$ cat src/sv/ipk_pkg.sv
`timescale 1ns / 1ps
// ----------------------------------------------------------------------------
// ipk_pkg
// Shared widths, register indexes and item types of the paddle keyer.
// ----------------------------------------------------------------------------
package ipk_pkg;

  localparam int unsigned PosW  = 20;
  localparam int unsigned SpdW  = 16;
  localparam int unsigned CntW  = 48;
  localparam int unsigned ThrW  = SpdW + 3;
  localparam int unsigned CfgW  = 20;
  localparam int unsigned CfgIdxW = 2;
  localparam int unsigned WordGapDits = 7;

  localparam logic [CfgIdxW-1:0] RegSamplesPerDit = 2'd0;
  localparam logic [CfgIdxW-1:0] RegDitLength     = 2'd1;
  localparam logic [CfgIdxW-1:0] RegDahLength     = 2'd2;

  localparam logic [SpdW-1:0] SamplesPerDitRst = 16'd2304;
  localparam logic [PosW-1:0] DitLengthRst     = 20'd4608;
  localparam logic [PosW-1:0] DahLengthRst     = 20'd9216;

  localparam logic [1:0] DoneNone = 2'd0;
  localparam logic [1:0] DoneDit  = 2'd1;
  localparam logic [1:0] DoneDah  = 2'd2;

  typedef struct packed {
    logic dit_pressed;
    logic dah_pressed;
    logic dit_latch;
    logic dah_latch;
  } in_item_t;

  typedef struct packed {
    logic            tone_on;
    logic [PosW-1:0] envelope_index;
    logic            element_kind;
    logic            word_space;
    logic [1:0]      element_done;
    logic            char_end;
  } out_item_t;

  typedef struct packed {
    logic [SpdW-1:0] dit_samples;
    logic [PosW-1:0] dit_element_length;
    logic [PosW-1:0] dah_element_length;
  } cfg_t;

endpackage

$ cat src/sv/ipk_if.sv
`timescale 1ns / 1ps
// ----------------------------------------------------------------------------
// ipk_in_if / ipk_out_if
// Valid/ready channels carrying paddle items in and keyer results out.
// ----------------------------------------------------------------------------
interface ipk_in_if;
  logic              valid;
  logic              ready;
  ipk_pkg::in_item_t item;

  modport source (output valid, output item, input ready);
  modport sink (input valid, input item, output ready);
endinterface

interface ipk_out_if;
  logic               valid;
  logic               ready;
  ipk_pkg::out_item_t item;

  modport source (output valid, output item, input ready);
  modport sink (input valid, input item, output ready);
endinterface

$ cat src/sv/iambic_paddle_keyer.sv
`timescale 1ns / 1ps
// ----------------------------------------------------------------------------
// iambic_paddle_keyer
// Iambic paddle keyer with dit and dah memories, one result per sample item.
// ----------------------------------------------------------------------------
// in_i carries one paddle item per audio sample (levels and press latches);
// out_o returns exactly one result per item: tone flag, envelope position,
// element kind, word-space flag, element-done code and character end.
// Configuration (samples per dit, dit and dah element lengths) is written
// through cfg_we_i / cfg_idx_i / cfg_data_i; the user must write it only
// while the keyer is idle, which the block itself does not enforce. An
// index beyond the register list is ignored. An item is captured in the
// input register on acceptance, is stepped through the sequencer into the
// result register and is offered on out_o from there. One item is accepted
// every cycle while out_o keeps taking results; each step completes an item.
// Reset clears the sequencer to idle, both memories, the idle counter and
// the registers to their defaults, and empties both pipeline registers.
// When out_o stalls the result register holds, the input register fills,
// and in_i.ready drops until the result is taken.
// ----------------------------------------------------------------------------
module iambic_paddle_keyer (
  input  logic                          clk_i,
  input  logic                          rst_ni,
  ipk_in_if.sink                        in_i,
  ipk_out_if.source                     out_o,
  input  logic                          cfg_we_i,
  input  logic [ipk_pkg::CfgIdxW-1:0]   cfg_idx_i,
  input  logic [ipk_pkg::CfgW-1:0]      cfg_data_i
);

  ipk_pkg::cfg_t      cfg_q;
  logic               in_valid_q;
  ipk_pkg::in_item_t  in_item_q;
  logic               out_valid_q;
  ipk_pkg::out_item_t out_item_q;
  ipk_pkg::out_item_t res;
  logic               step;

  assign step        = in_valid_q && (!out_valid_q || out_o.ready);
  assign in_i.ready  = !in_valid_q || step;
  assign out_o.valid = out_valid_q;
  assign out_o.item  = out_item_q;

  always_ff @(posedge clk_i or negedge rst_ni) begin
    if (!rst_ni) begin
      cfg_q.dit_samples        <= ipk_pkg::SamplesPerDitRst;
      cfg_q.dit_element_length <= ipk_pkg::DitLengthRst;
      cfg_q.dah_element_length <= ipk_pkg::DahLengthRst;
    end else if (cfg_we_i) begin
      unique case (cfg_idx_i)
        ipk_pkg::RegSamplesPerDit: begin
          cfg_q.dit_samples <= cfg_data_i[ipk_pkg::SpdW-1:0];
        end
        ipk_pkg::RegDitLength: begin
          cfg_q.dit_element_length <= cfg_data_i[ipk_pkg::PosW-1:0];
        end
        ipk_pkg::RegDahLength: begin
          cfg_q.dah_element_length <= cfg_data_i[ipk_pkg::PosW-1:0];
        end
        default: begin
        end
      endcase
    end
  end

  always_ff @(posedge clk_i or negedge rst_ni) begin
    if (!rst_ni) begin
      in_valid_q  <= 1'b0;
      out_valid_q <= 1'b0;
    end else begin
      if (in_i.ready) begin
        in_valid_q <= in_i.valid;
      end
      if (step) begin
        out_valid_q <= 1'b1;
      end else if (out_o.ready) begin
        out_valid_q <= 1'b0;
      end
    end
  end

  always_ff @(posedge clk_i) begin
    if (in_i.valid && in_i.ready) begin
      in_item_q <= in_i.item;
    end
    if (step) begin
      out_item_q <= res;
    end
  end

  ipk_seq u_seq (
    .clk_i  (clk_i),
    .rst_ni (rst_ni),
    .step_i (step),
    .item_i (in_item_q),
    .cfg_i  (cfg_q),
    .res_o  (res)
  );

endmodule

$ cat src/sv/ipk_seq.sv
`timescale 1ns / 1ps
// ----------------------------------------------------------------------------
// ipk_seq
// Element sequencer: paddle memories, element position, word-gap timing.
// Produces one result per stepped item and updates state on step_i.
// ----------------------------------------------------------------------------
module ipk_seq (
  input  logic               clk_i,
  input  logic               rst_ni,
  input  logic               step_i,
  input  ipk_pkg::in_item_t  item_i,
  input  ipk_pkg::cfg_t      cfg_i,
  output ipk_pkg::out_item_t res_o
);

  typedef enum logic [1:0] {
    ELEM_IDLE = 2'd0,
    ELEM_DIT  = 2'd1,
    ELEM_DAH  = 2'd2
  } elem_e;

  elem_e                       elem_q, elem_d, cur_elem;
  logic [ipk_pkg::PosW-1:0]    pos_q, pos_d, cur_pos;
  logic                        dit_mem_q, dit_mem_d;
  logic                        dah_mem_q, dah_mem_d;
  logic [ipk_pkg::CntW-1:0]    idle_q, idle_d;
  logic                        ended_q, ended_d;

  logic                        dit_m, dah_m, start, is_dah, gap_word;
  logic [ipk_pkg::ThrW-1:0]    thr;
  logic [ipk_pkg::PosW:0]      next_pos;
  logic [ipk_pkg::PosW-1:0]    len;
  logic                        own_m, other_m;

  assign thr = ipk_pkg::ThrW'(ipk_pkg::WordGapDits)
             * ipk_pkg::ThrW'(cfg_i.dit_samples);
  assign gap_word = (idle_q[ipk_pkg::CntW-1:ipk_pkg::ThrW] != '0)
                  || (idle_q[ipk_pkg::ThrW-1:0] > thr);

  always_comb begin
    dit_m     = dit_mem_q | item_i.dit_latch;
    dah_m     = dah_mem_q | item_i.dah_latch;
    start     = (elem_q == ELEM_IDLE) && (dit_m || dah_m);
    cur_elem  = elem_q;
    cur_pos   = pos_q;
    if (start) begin
      cur_elem = dit_m ? ELEM_DIT : ELEM_DAH;
      cur_pos  = '0;
    end
    is_dah    = (cur_elem == ELEM_DAH);
    len       = is_dah ? cfg_i.dah_element_length : cfg_i.dit_element_length;
    next_pos  = {1'b0, cur_pos} + 21'd1;
    own_m     = 1'b0;
    other_m   = 1'b0;

    res_o     = '0;
    res_o.word_space = start && ended_q && gap_word;
    elem_d    = cur_elem;
    pos_d     = cur_pos;
    dit_mem_d = dit_m;
    dah_mem_d = dah_m;

    unique case (cur_elem) inside
      ELEM_DIT, ELEM_DAH: begin
        res_o.tone_on        = 1'b1;
        res_o.envelope_index = cur_pos;
        res_o.element_kind   = is_dah;
        if (next_pos >= {1'b0, len}) begin
          res_o.element_done = is_dah ? ipk_pkg::DoneDah : ipk_pkg::DoneDit;
          pos_d = '0;
          if (is_dah) begin
            dah_mem_d = dah_m & item_i.dah_pressed;
            own_m     = dah_mem_d;
            other_m   = dit_m;
          end else begin
            dit_mem_d = dit_m & item_i.dit_pressed;
            own_m     = dit_mem_d;
            other_m   = dah_m;
          end
          if (other_m) begin
            elem_d = is_dah ? ELEM_DIT : ELEM_DAH;
          end else if (!own_m) begin
            elem_d         = ELEM_IDLE;
            res_o.char_end = 1'b1;
          end
        end else begin
          pos_d = next_pos[ipk_pkg::PosW-1:0];
        end
      end
      default: begin
        elem_d = ELEM_IDLE;
      end
    endcase

    idle_d  = res_o.char_end ? ipk_pkg::CntW'(1) : idle_q + ipk_pkg::CntW'(1);
    ended_d = ended_q | res_o.char_end;
  end

  always_ff @(posedge clk_i or negedge rst_ni) begin
    if (!rst_ni) begin
      elem_q    <= ELEM_IDLE;
      pos_q     <= '0;
      dit_mem_q <= 1'b0;
      dah_mem_q <= 1'b0;
      idle_q    <= '0;
      ended_q   <= 1'b0;
    end else if (step_i) begin
      elem_q    <= elem_d;
      pos_q     <= pos_d;
      dit_mem_q <= dit_mem_d;
      dah_mem_q <= dah_mem_d;
      idle_q    <= idle_d;
      ended_q   <= ended_d;
    end
  end

  a_char_end_done: assert property (@(posedge clk_i) disable iff (!rst_ni)
    step_i && res_o.char_end |-> res_o.element_done != ipk_pkg::DoneNone)
    else $error("char end without element done");

  a_word_space_start: assert property (@(posedge clk_i) disable iff (!rst_ni)
    step_i && res_o.word_space |-> res_o.tone_on && res_o.envelope_index == '0)
    else $error("word space off element start");

  a_char_end_idle: assert property (@(posedge clk_i) disable iff (!rst_ni)
    step_i && res_o.char_end |=> elem_q == ELEM_IDLE && idle_q == 48'd1)
    else $error("state not idle after char end");

  a_silent_no_done: assert property (@(posedge clk_i) disable iff (!rst_ni)
    step_i && !res_o.tone_on
      |-> res_o.element_done == ipk_pkg::DoneNone && !res_o.char_end)
    else $error("element done while silent");

endmodule

$ cat src/flat_wrapper.sv
// flat-port wrapper written by rule: the top's interface ports become plain ports
module iambic_paddle_keyer_flat 
  (clk_i, rst_ni, cfg_we_i, cfg_idx_i, cfg_data_i, in_i_valid, in_i_item, in_i_ready, out_o_valid, out_o_item, out_o_ready);
  ipk_in_if in_i_i ();
  ipk_out_if out_o_i ();
  input  logic clk_i;
  input  logic rst_ni;
  input  logic cfg_we_i;
  input  logic [ipk_pkg::CfgIdxW-1:0] cfg_idx_i;
  input  logic [ipk_pkg::CfgW-1:0] cfg_data_i;
  input wire logic [$bits(in_i_i.valid)-1:0] in_i_valid;
  input wire logic [$bits(in_i_i.item)-1:0] in_i_item;
  output wire logic [$bits(in_i_i.ready)-1:0] in_i_ready;
  output wire logic [$bits(out_o_i.valid)-1:0] out_o_valid;
  output wire logic [$bits(out_o_i.item)-1:0] out_o_item;
  input wire logic [$bits(out_o_i.ready)-1:0] out_o_ready;
  assign in_i_i.valid = in_i_valid;
  assign in_i_i.item = in_i_item;
  assign in_i_ready = in_i_i.ready;
  assign out_o_valid = out_o_i.valid;
  assign out_o_item = out_o_i.item;
  assign out_o_i.ready = out_o_ready;
  iambic_paddle_keyer u_core (.clk_i(clk_i), .rst_ni(rst_ni), .in_i(in_i_i), .out_o(out_o_i), .cfg_we_i(cfg_we_i), .cfg_idx_i(cfg_idx_i), .cfg_data_i(cfg_data_i));
endmodule
$ cat config.mk
export PLATFORM = sky130hd
export DESIGN_NAME = iambic_paddle_keyer_flat
export DESIGN_NICKNAME = d
export VERILOG_FILES = /design/src/sv/ipk_pkg.sv /design/src/sv/ipk_if.sv /design/src/sv/iambic_paddle_keyer.sv /design/src/sv/ipk_seq.sv /design/src/flat_wrapper.sv
export SDC_FILE = /design/constraint.sdc
export NUM_CORES = 1
export LEC_CHECK = 0
export ABC_CLOCK_PERIOD_IN_PS = 6900
export BUFFER_PORTS_ARGS = -buffer_cell sky130_fd_sc_hd__buf_4
export CAP_MARGIN = 20
export CELL_PAD_IN_SITES_DETAIL_PLACEMENT = 0
export CELL_PAD_IN_SITES_GLOBAL_PLACEMENT = 1
export CORE_MARGIN = 2
export CORE_UTILIZATION = 53
export CTS_CLUSTER_DIAMETER = 80
export DETAILED_ROUTE_END_ITERATION = 7
export HOLD_SLACK_MARGIN = 0.12
export PLACE_DENSITY = 0.83
export RECOVER_POWER = 50
export SKIP_CTS_REPAIR_TIMING = 1
export SLEW_MARGIN = 40
export SYNTH_ARGS = -nofsm -noshare
export SYNTH_HDL_FRONTEND = slang
export SYNTH_SLANG_ARGS = --single-unit
$ cat constraint.sdc
create_clock -name clk_i -period 6.9 [get_ports clk_i]
set_clock_uncertainty 0.15 [all_clocks]
set_input_delay 0.345 -clock clk_i [delete_from_list [all_inputs] [get_ports clk_i]]
set_output_delay 0.345 -clock clk_i [all_outputs]
set_load 0.05 [all_outputs]
==> run_results.csv <==
group,metric,value,unit
cts,cts_tree,"built",
die,floorplan.die.height,137,um
sta,worst_slew_pin_tran,3.56,ns
finish,insertedDiodeCount,0,
cts,root_buffer,"sky130_fd_sc_hd__clkbuf_16",
global_routing,global_route_wire_length_before_repair,32.5,mm
pwr,worst_ir_drop_vdd,196,uV
drt,drcViolationCount,0,
die,design.core.area,17200,um^2
placed_design,globalplace.congestion,0.822,
critical_path,start_kind,"flop",
synthesis,post_synth_num_cell_types,63,
synthesis,synth_cells,865,
finish,finish.net_count,1056,
critical_path,crit_path_max_fanout,48,
synthesis,ys_seq_area_share,44.8,%
sta,finalSetupViolations,0,
cts,cts_made_buffers,17,
global_routing,grt_start_max_net_pins,68,
synthesis,ys_seq_elements,161,
pwr,comb_pwr_share,35.0,%
drt,vias,6722,
sta,timing.final.crit_period,5.32,ns
critical_path,required_worst_endpoint,7.03,ns
pwr,power.switching,1.19,mW
synthesis,post_synth_edffs,30,
global_routing,grt.overflow.total,0,
critical_path,arrival,5.45,ns
sta,fmaxAchievable,188,MHz
synthesis,synth-warning-count,0,
sta,finalHoldViolations,0,
drt,top_signal_layer_used,"met4",
drt,firstDrtPassIters,5,
drt,wirelength_met1,9.63,mm
pwr,clock_power_share,29.1,%
pwr,cellInternalPower,2.17,mW
pwr,p_per_area,313,nW/um^2
sta,timing.final.max_slew_violations,153,
pwr,total_leakage_power,4.72,nW
placed_design,placement.io_buffers,58,
sta,finalHoldWorstSlack,0.184,ns
global_routing,grt_antenna_before_repair,0,
sta,post-route-worst-setup-slack,1.58,ns
status,status,"finished with violations",
cts,cts_sinks,161,
die,num_rows,48,
cts,cts_htree_levels,4,
drt,finalWirelength,19.9,mm
sta,rsz0062_at_grt,"false",
drt,avgViaCountPerCell,5.66,
global_routing,number_of_global_route_vias_before_repair,6425,
synthesis,avgSynthCellArea,10.8,um^2
cts,cts_buffer_depth,2,
die,design.die.area,18700,um^2
die,die_x,137,um
drt,first_iter_violations,399,
pwr,seqPwrFrac,35.9,%
cts,clk_latency,0.43,ns
finish,most-common-layout-cells,"sky130_fd_sc_hd__dfrtp_1, sky130_fd_sc_hd__nor2_1, sky130_fd_sc_hd__ha_1",
drt,route.antenna.remaining_nets,0,
synthesis,postSynthNetCount,972,
sta,crit_share_post_route,77.1,%
finish,drive_gt1_share,13.3,%
placed_design,pre_cts_ws,1.64,ns
synthesis,synth_area,9340,um^2
die,io_pins,59,
critical_path,worstSetupEndpointType,"flop",
drt,wl_per_cell,16.7,um
critical_path,path_class,"reg -> reg",
run,max-cap-violations,3,
die,start_util,54.2,%
drt,routed-wl-met3,827,um
finish,final_common_cell,"sky130_fd_sc_hd__dfrtp_1",
placed_design,detailed_place_hpwl,14.2,mm
cts,clkSlewWorstSetupHoldPaths,0.07,ns
synthesis,postSynth.asyncResetShare,81.4,%
global_routing,globalRouteTotalUtil,22.3,%
worst_hold_path,hold_path.class,"in -> reg",
drt,route.met2.wl,9.15,mm
synthesis,synth_ff_type,"sky130_fd_sc_hd__dfrtp_1",
sta,fin_tns_setup,0,ns
finish,syn_to_final_growth,14.7,%
status,failed_checks,"max-capacitance violations, max-slew violations",
pwr,power.share.switching,35.3,%
sta,max_slew_margin,-138,%
[metrics by stage]
step | util [%] | cell area, um^2 | power [mW] | cells
floorplan | - | 9340 | 2.11 | 865
global placement | 57.8 | 9960 | 2.35 | 1124
global route | 62.1 | 10700 | 3.60 | 1187
CTS | 61.6 | 10600 | 3.38 | 1160
finish | 62.1 | 10700 | 3.36 | 1187
detailed placement | 58.0 | 10000 | 2.40 | 1128
[synthesized netlist by cell type, types with 4 or more instances]
cell / n / area share, %
sky130_fd_sc_hd__o21ai_0: 17 / 0.91
sky130_fd_sc_hd__inv_1: 19 / 0.76
sky130_fd_sc_hd__nand2b_1: 8 / 0.54
sky130_fd_sc_hd__dfstp_2: 6 / 1.7
sky130_fd_sc_hd__nand2_1: 46 / 1.8
sky130_fd_sc_hd__a21oi_1: 35 / 1.9
sky130_fd_sc_hd__a22o_1: 14 / 1.3
sky130_fd_sc_hd__nand4_1: 25 / 1.7
sky130_fd_sc_hd__xnor2_1: 34 / 3.2
sky130_fd_sc_hd__mux2_2: 55 / 6.6
sky130_fd_sc_hd__and2_1: 5 / 0.34
sky130_fd_sc_hd__dfrtp_1: 125 / 34
sky130_fd_sc_hd__edfxtp_1: 30 / 9.7
sky130_fd_sc_hd__ha_1: 60 / 8.0
sky130_fd_sc_hd__o21bai_1: 4 / 0.32
sky130_fd_sc_hd__a31oi_1: 8 / 0.54
sky130_fd_sc_hd__nor2_1: 107 / 4.3
sky130_fd_sc_hd__nor3_1: 11 / 0.59
sky130_fd_sc_hd__nand3_1: 31 / 1.7
sky130_fd_sc_hd__and3_1: 36 / 2.4
sky130_fd_sc_hd__clkbuf_1: 20 / 0.80
sky130_fd_sc_hd__and4_1: 5 / 0.47
sky130_fd_sc_hd__xor2_1: 44 / 4.1
sky130_fd_sc_hd__nor4_1: 10 / 0.67
sky130_fd_sc_hd__o21a_1: 4 / 0.32
sky130_fd_sc_hd__fa_1: 16 / 3.4
sky130_fd_sc_hd__nor2b_1: 5 / 0.34
sky130_fd_sc_hd__a21o_1: 13 / 1.0
sky130_fd_sc_hd__mux2i_1: 22 / 2.4
[cell type report]
class / count / area, um^2
fill: 1413 / 6530
multi-input combinational: 656 / 4950
sequential: 161 / 4190
timing repair buffer: 93 / 591
clock buffer: 18 / 450
tap: 225 / 282
clock inverter: 14 / 169
inverter: 20 / 76.3
[registers in the layout, summed over array words and instances, names as in the netlist, 2 cells and up]
register / flops
u_core.in_item_q: 4
u_core.u_seq.idle_q: 48
u_core.u_seq.elem_q: 2
u_core.cfg_q: 56
u_core.out_o.item: 26
u_core.u_seq.pos_q: 20
[critical path: stages (launching register included)]
cell,delay [ns]
sky130_fd_sc_hd__dfrtp_1,0.41
sky130_fd_sc_hd__or4_4,0.58
sky130_fd_sc_hd__nand2_1,0.09
sky130_fd_sc_hd__buf_4,0.28
sky130_fd_sc_hd__and2_1,0.21
sky130_fd_sc_hd__ha_1,0.24
sky130_fd_sc_hd__nand3_1,0.21
sky130_fd_sc_hd__nor4_1,0.48
sky130_fd_sc_hd__nand2_1,0.15
sky130_fd_sc_hd__xor2_1,0.17
sky130_fd_sc_hd__ha_1,0.30
sky130_fd_sc_hd__nand4_1,0.12
sky130_fd_sc_hd__nor3_1,0.25
sky130_fd_sc_hd__o21ai_0,0.12
sky130_fd_sc_hd__o31ai_1,0.39
sky130_fd_sc_hd__a21oi_4,0.24
sky130_fd_sc_hd__nor3_4,0.20
sky130_fd_sc_hd__buf_4,0.44
sky130_fd_sc_hd__nor2_1,0.11
[power groups by stage]
stage	clock (mW)	combinational [mW]	sequential (mW)
3_5_place_dp	0	1.18	1.22
6_report	0.978	1.17	1.21
5_1_grt	1.04	1.34	1.22
4_1_cts	0.992	1.19	1.20
2_1_floorplan	0	0.872	1.24
3_3_place_gp	0	1.14	1.21
[logic make-up after synthesis]
logic type	count (synthesis)	share of synthesized area [%]
AOI/OAI and AO/OA	117	8.59
xor gates and xnor gates	78	7.32
and+or+nand+nor	308	16.6
buffers and inverters	48	2.21
adders and majority gates	76	11.5
muxes	77	8.99
DFF	161	44.8
[path summary, 6_finish.rpt]
| kind | endpoint | from | cells after the start | slack (ns) |
|---|---|---|---|---|
| max reg2reg | u_core.u_seq.idle_q[14]$_DFFE_PN0P_ | u_core.u_seq.dit_mem_q$_DFFE_PN0P_ | 18 | 1.58 |
| min in group asynchronous | u_core.cfg_q[39]$_DFFE_PN0P_ | rst_ni | 2 | 1.53 |
| min reg2reg | u_core.u_seq.ended_q$_DFFE_PN0P_ | u_core.u_seq.ended_q$_DFFE_PN0P_ | 1 | 0.33 |
| max | u_core.u_seq.idle_q[14]$_DFFE_PN0P_ | u_core.u_seq.dit_mem_q$_DFFE_PN0P_ | 18 | 1.58 |
| min | u_core.cfg_q[5]$_DFFE_PN0P_ | cfg_idx_i[1] | 3 | 0.18 |
| max in group asynchronous | u_core.u_seq.idle_q[11]$_DFFE_PN0P_ | rst_ni | 3 | 2.06 |
[metal layers]
layer  global-route usage [%]  vias to the layer above
li1                         -                     3285
met1                     32.4                     3253
met2                     35.2                      167
met3                     4.04                       17
met4                     4.86                        0
met5                        0                        -
(Power assumes the default switching activity.)
